[config.mk]
export PLATFORM = sky130hd
export DESIGN_NAME = sgr_front
export DESIGN_NICKNAME = d
export VERILOG_FILES = /design/src/rtl/core/sgr_pkg.sv /design/src/rtl/core/sgr_front.sv
export SDC_FILE = /design/constraint.sdc
export NUM_CORES = 1
export LEC_CHECK = 0
export ABC_AREA = 1
export BUFFER_PORTS_ARGS = -buffer_cell sky130_fd_sc_hd__buf_2
export CAP_MARGIN = 15
export CORE_ASPECT_RATIO = 1.5
export CORE_UTILIZATION = 54
export DETAILED_ROUTE_END_ITERATION = 10
export PLACE_DENSITY = 0.8
export SLEW_MARGIN = 20
export SYNTH_ARGS = -nofsm -noshare
export SYNTH_HDL_FRONTEND = slang
export SYNTH_SLANG_ARGS = --single-unit
[constraint.sdc]
create_clock -name clk -period 6.5 [get_ports clk]
set_input_delay 0.325 -clock clk [delete_from_list [all_inputs] [get_ports clk]]
set_output_delay 0.325 -clock clk [all_outputs]
set_load 0.005 [all_outputs]
[src/rtl/core/sgr_pkg.sv]
// shared types, constants and helpers for the shape and glyph rasteriser
// no dependencies; used by sgr_front, sgr_back and the top level

package sgr_pkg;

    localparam int MAX_WIDTH   = 1024;
    localparam int MAX_HEIGHT  = 512;
    localparam int GLYPH_COUNT = 128;

    localparam int XB        = $clog2(MAX_WIDTH);
    localparam int YB        = $clog2(MAX_HEIGHT);
    localparam int BIT_AW    = 6;
    localparam int WORD_AW   = XB + YB - BIT_AW;
    localparam int GLYPH_AW  = $clog2(GLYPH_COUNT);
    localparam int CW        = 22;
    localparam int SQW       = 24;

    localparam logic [10:0] MAX_W_VAL = 11'(MAX_WIDTH);
    localparam logic [9:0]  MAX_H_VAL = 10'(MAX_HEIGHT);

    localparam logic [63:0] FNV_BASIS = 64'hcbf29ce484222325;
    localparam logic [6:0]  FALLBACK_CHAR = 7'h3f;

    localparam logic [2:0] REQ_CLEAR  = 3'd0;
    localparam logic [2:0] REQ_RECT   = 3'd1;
    localparam logic [2:0] REQ_CIRCLE = 3'd2;
    localparam logic [2:0] REQ_CHAR   = 3'd3;
    localparam logic [2:0] REQ_LOAD   = 3'd4;
    localparam logic [2:0] REQ_READ   = 3'd5;
    localparam logic [2:0] REQ_HASH   = 3'd6;

    typedef struct packed {
        logic [2:0]         req;
        logic signed [11:0] pos_x;
        logic signed [11:0] pos_y;
        logic [10:0]        size_a;
        logic [10:0]        size_b;
        logic [6:0]         char_code;
        logic [6:0]         char_slot;
        logic [2:0]         row_idx;
        logic [7:0]         row_bits;
        logic [7:0]         scale;
        logic signed [12:0] top;
    } cmd_t;

    typedef struct packed {
        logic        pixel_value;
        logic [63:0] canvas_hash;
        logic        status;
    } res_t;

    // fnv-1a step on one byte holding 0 or 1; prime is 2^40 + 0x1b3
    function automatic logic [63:0] fnv_step(input logic [63:0] h, input logic b);
        logic [63:0] t;
        t = h ^ {63'd0, b};
        return (t << 40) + (t << 8) + (t << 7) + (t << 5) + (t << 4) + (t << 1) + t;
    endfunction

endpackage

[src/rtl/core/sgr_front.sv]
// front end: accepts items, works out scale and top edge and holds them in a two-entry queue
// depends on sgr_pkg

module sgr_front (
    input  logic                clk,
    input  logic                rst_n,
    input  logic                push,
    output logic                full,
    input  logic [2:0]          req_type,
    input  logic signed [11:0]  pos_x,
    input  logic signed [11:0]  pos_y,
    input  logic [10:0]         size_a,
    input  logic [10:0]         size_b,
    input  logic [6:0]          char_code,
    input  logic [6:0]          char_slot,
    input  logic [2:0]          glyph_row_index,
    input  logic [7:0]          glyph_row_bits,
    output logic                cmd_valid,
    input  logic                cmd_take,
    output sgr_pkg::cmd_t       cmd
);

    sgr_pkg::cmd_t q_mem [2];
    sgr_pkg::cmd_t in_cmd;
    logic       wr_ptr_reg, wr_ptr_next;
    logic       rd_ptr_reg, rd_ptr_next;
    logic [1:0] cnt_reg, cnt_next;
    logic       do_push, do_pop;

    // scale and top edge worked out once on entry
    always_comb
    begin
        in_cmd.req       = req_type;
        in_cmd.pos_x     = pos_x;
        in_cmd.pos_y     = pos_y;
        in_cmd.size_a    = size_a;
        in_cmd.size_b    = size_b;
        in_cmd.char_code = char_code;
        in_cmd.char_slot = char_slot;
        in_cmd.row_idx   = glyph_row_index;
        in_cmd.row_bits  = glyph_row_bits;
        in_cmd.scale     = (size_a[10:3] == 8'd0) ? 8'd1 : size_a[10:3];
        in_cmd.top       = $signed({pos_y[11], pos_y}) - $signed({2'b00, size_a});
    end

    assign full      = (cnt_reg == 2'd2);
    assign cmd_valid = (cnt_reg != 2'd0);
    assign cmd       = q_mem[rd_ptr_reg];
    assign do_push   = push && !full;
    assign do_pop    = cmd_take && cmd_valid;

    always_comb
    begin
        wr_ptr_next = do_push ? ~wr_ptr_reg : wr_ptr_reg;
        rd_ptr_next = do_pop ? ~rd_ptr_reg : rd_ptr_reg;
        cnt_next    = cnt_reg + {1'b0, do_push} - {1'b0, do_pop};
    end

    always_ff @(posedge clk or negedge rst_n)
    begin
        if (!rst_n)
        begin
            wr_ptr_reg <= 1'b0;
            rd_ptr_reg <= 1'b0;
            cnt_reg    <= 2'd0;
        end
        else
        begin
            wr_ptr_reg <= wr_ptr_next;
            rd_ptr_reg <= rd_ptr_next;
            cnt_reg    <= cnt_next;
        end
    end

    always_ff @(posedge clk)
    begin
        if (do_push)
        begin
            q_mem[wr_ptr_reg] <= in_cmd;
        end
    end

endmodule

After elaboration in Yosys (flattened, before gate mapping). Memories as Yosys holds them, arrays and structs flattened. Cells that the tools add are included.

Bitwise operators: 2. Equality and inequality tests: 1. Reduce and logical (&&, ||, !) cells: 5. Add/sub/neg operators: 3. Muxes and demuxes: 3.

Operators with widths (number): 12-bit by 12-bit subtractor with 13-bit output (1); 8-bit logical NOT (1); 8-bit two-way mux (1); 2-bit by 1-bit adder with 2-bit output (1); 2-bit == test, second input constant (1); 1-bit logical AND (2); 1-bit two-way mux (2); 1-bit inverter (2); 2-bit nonzero test (1); 2-bit by 1-bit subtractor with 2-bit output (1); 1-bit logical NOT (1).

Word-level logic and storage cells: 18. Flip-flop bits (word level): 4. Memories kept: 1. Bits of input ports: 78. Bits in writable memories: 190.

Memories: q_mem (depth 2, bits a word 95, rd ports 1, clocked after Yosys merged registers in 0, write ports 1, line sgr_front.sv:23) `sgr_pkg::cmd_t q_mem [2];`.

Longest topological paths before layout.
Depth in word-level cells: 5. Depth in mapped cells: 10. Gate-level depth less buffers: 10.

Worst setup path before layout. No wires, ideal clock.

Path type: register -> register. Start: reg cnt_reg[1]. End: mem q_mem[0][0] (netlist name), enable pin. Clock period less this slack: 5056 ps. Arrival time: 4507 ps. Cell stages (with the launch flop): 4. Buffers on the path: 0. Data required time: 5951 ps. Setup slack: 1444 ps. Cell sequence: dfrtp_1 inv_1 o21ai_2 nor2_1.

Cells in the longest elaborated chain, start to end: 5.

Ends and longest elaborated chain: from (decl) (line sgr_front.sv:27) `logic [1:0] cnt_reg, cnt_next;`; from (signal assigned) (line sgr_front.sv:71) `cnt_reg <= cnt_next;`; 2-bit == test (line sgr_front.sv:46) `assign full = (cnt_reg == 2'd2);`; 1-bit logical NOT (line sgr_front.sv:49) `assign do_push = push && !full;`; 1-bit logical AND (line sgr_front.sv:49); 1-bit two-way mux (line sgr_front.sv:77) `if (do_push)`; 1-bit two-way mux (implied by the code) (line sgr_front.sv:79) `q_mem[wr_ptr_reg] <= in_cmd;`; to (decl) (line sgr_front.sv:23).

Every way passes these cells.

==> flow_metrics.tcl <==
set metrics [dict create \
    hp-class "in -> reg" \
    drt_first_pass_iters 5 \
    crit_slowest_cell "dfrtp_4" \
    placement.io_buffers 174 \
    drv_slew 0 \
    grt_pass1_wl_um 23800 \
    cp-start-kind "flip-flop" \
    cts_sinks 194 \
    htreeDepth 4 \
    grt_pass1_vias 4952 \
    critPathLaunch "rd_ptr_reg" \
    switchingPower_uw 1310 \
    clk_latency_ns 0.42 \
    p_comb_frac 0.275 \
    vdd_drop_max_mv 0.231 \
    arrival_ns 3.27 \
    fp-row-count 53 \
    place.gp.congestion 0.933 \
    die_x_um 101 \
    ys_types 26 \
    cp-end-kind "output pin" \
    status "finished, final reports clean" \
    skew_ns 0.0106 \
    routed_wl_um 15700 \
    path_class "reg -> out" \
    yosysWarnings 0 \
    crit_family "buffers and inverters" \
    tightest_slew_ns 1.02 \
    fin_tns_setup_ns 0 \
    rsz0062_at_grt "false" \
    p_leak_uw 0.00426 \
    coreArea_um2 14100 \
    nets 932 \
    period_share 0.553 \
    mappedNetlistNets 763 \
    die_y_um 150 \
    largest_reg_flops 190 \
    r2r_start "rd_ptr_reg" \
    fin_cells 1045 \
    placedCellCount 1012 \
    final_util 0.673 \
    min_from "size_b[6]" \
    syn_inst 671 \
    ant_nets 0 \
    grt.total_usage 0.215 \
    start_util 0.558 \
    dp_hpwl_um 10300 \
    power.total_uw 4030 \
    avgSynthCellArea_um2 11.8 \
    hold_viol_final 0 \
    routedWlPerCell_um 15.0 \
    ios 175 \
    power_frac_seq 0.467 \
    setup_viol 0 \
    max_cap_viol_count 0 \
    clock-root-buffer "clkbuf_16" \
    crit_buf_inv 3 \
    cts_resized 0 \
    yosysSeqAreaShare 0.736 \
    p_sw_frac 0.326 \
    area_growth_pct 20.5 \
    r2r_setup_slack_ns 3.61 \
    grt_start_max_net_pins 97 \
    tritoncts "done" \
    crit_path_frequent_cell "nand2_1" \
    fin_crit_ns 3.60 \
    fmax_mhz 278 \
    drive_gt1_frac 0.261 \
    p_per_area_nw_per_um2 424 \
    vias 5200 \
    p_int_uw 2720 \
    slew_headroom 0.319 \
    detail_route.iter0.violations 266 \
    grt-ovfl-total 0 \
    routed_via_density 4.98 \
    path_cells "clkinv_2 > buf_4 > nand2_1 > nand2_1 > buf_2" \
    synth_seq_cells 194 \
    drc 0 \
    power.share.clock 0.257 \
    cp.required_ns 6.17 \
    worst-path-max-fanout 96 \
    synth_area_um2 7890 \
    cts_made_buffers 17 \
    slowest_delay_ns 1.10 \
    clock_path_buffers 2 \
    clk_pin_slew_ns 0.07 \
    die_area_um2 15100 \
    antenna_found_initial 0 \
    n_antenna_cell 0 \
]
-- worst register-to-register path, cell delays in order (launching register included) --
cell and delay [ns]:
dfrtp_4 1.10, clkinv_2 0.84, buf_4 0.57, xor2_1 0.24
-- cells in the mapped netlist --
library cell,number,share of area
xor2_1,7,0.0078
fa_1,1,0.0025
nand3_1,12,0.0076
a31oi_1,1,0.00079
nand2_1,340,0.16
o21ai_0,1,0.00063
nand4_1,5,0.0040
edfxtp_1,190,0.72
nand3_2,2,0.0025
buf_2,12,0.0076
dfrtp_1,4,0.013
clkbuf_1,10,0.0048
ha_1,13,0.021
nor2_2,2,0.0016
o21ai_1,1,0.00063
o21ai_2,1,0.0011
or2_1,1,0.00079
nor2_1,9,0.0043
buf_4,5,0.0048
nand2_2,2,0.0016
xnor2_1,2,0.0022
a21oi_1,4,0.0025
inv_1,40,0.019
nor3_2,1,0.0013
inv_2,4,0.0019
buf_6,1,0.0014
-- power by group through the flow --
stage	logic, uW	registers [uW]	clock network [uW]
after floorplan	715	1840	0
after global placement	1100	1910	0
after detailed placement	1130	1910	0
after CTS	1130	1890	1060
after global routing	1260	1920	1100
final	1110	1880	1040
-- logic make-up after synthesis --
| kind of cell | synth area share |
|---|---|
| compound gates | 0.00571 |
| flops | 0.736 |
| xor+xnor | 0.0100 |
| buf+inv | 0.0395 |
| fa+ha+maj | 0.0232 |
| simple gates | 0.185 |
-- layout make-up --
class	instances	area (um2)
flip-flops and latches	194	5810
fillers	1042	4620
multi-input cells	405	1780
repair buffers	178	903
clock buffers	17	425
well taps	192	240
clock inverters	15	171
inverters	44	166
-- through the flow --
stage               hold WS [ns]  cell area (um2)  worst slack, ns
floorplan                 0.0294             7890             1.44
global placement           0.138             8890             3.25
detailed placement         0.141             8890             3.27
CTS                       0.0718             9500             2.82
global route              0.0683             9500             2.59
finish                    0.0909             9500             2.90
-- metal layers --
metal	global-route usage	up-vias	part of all wire
met5	0	-	0
met4	0.113	0	0.036
met3	0.0406	36	0.046
met2	0.392	169	0.54
met1	0.234	2447	0.38
li1	-	2548	-
-- cell usage in the layout, fill, tap and decap left out, drive strengths merged --
| cell | n |
|---|---|
| nand2 | 342 |
| edfxtp | 190 |
| buf | 177 |
| inv | 50 |
| clkbuf | 17 |
| nand3 | 14 |
| ha | 13 |
| nor2 | 11 |
| xor2 | 7 |
| clkinv | 6 |
| nand4 | 5 |
| a21oi | 4 |
| dfrtp | 4 |
| o21ai | 3 |
| xnor2 | 2 |
| bufinv | 2 |
| nor3 | 1 |
| a31oi | 1 |
| or2 | 1 |
| fa | 1 |
| clkinvlp | 1 |
| dlygate4sd3 | 1 |
-- what timing repair did --
item,in CTS,in global routing
hold endpoints to repair,4,0
hold buffers,1,0
buffers inserted,0,0
-- worst paths after layout --
kind,to,cells after the start
max,cmd[79],5
min,q_mem[1][52],1
min in group asynchronous,cnt_reg[1],2
min reg2reg,cnt_reg[0],1
max reg2reg,rd_ptr_reg,3
max in group asynchronous,rd_ptr_reg,2
Note: power is estimated with default switching activity, not from simulation.
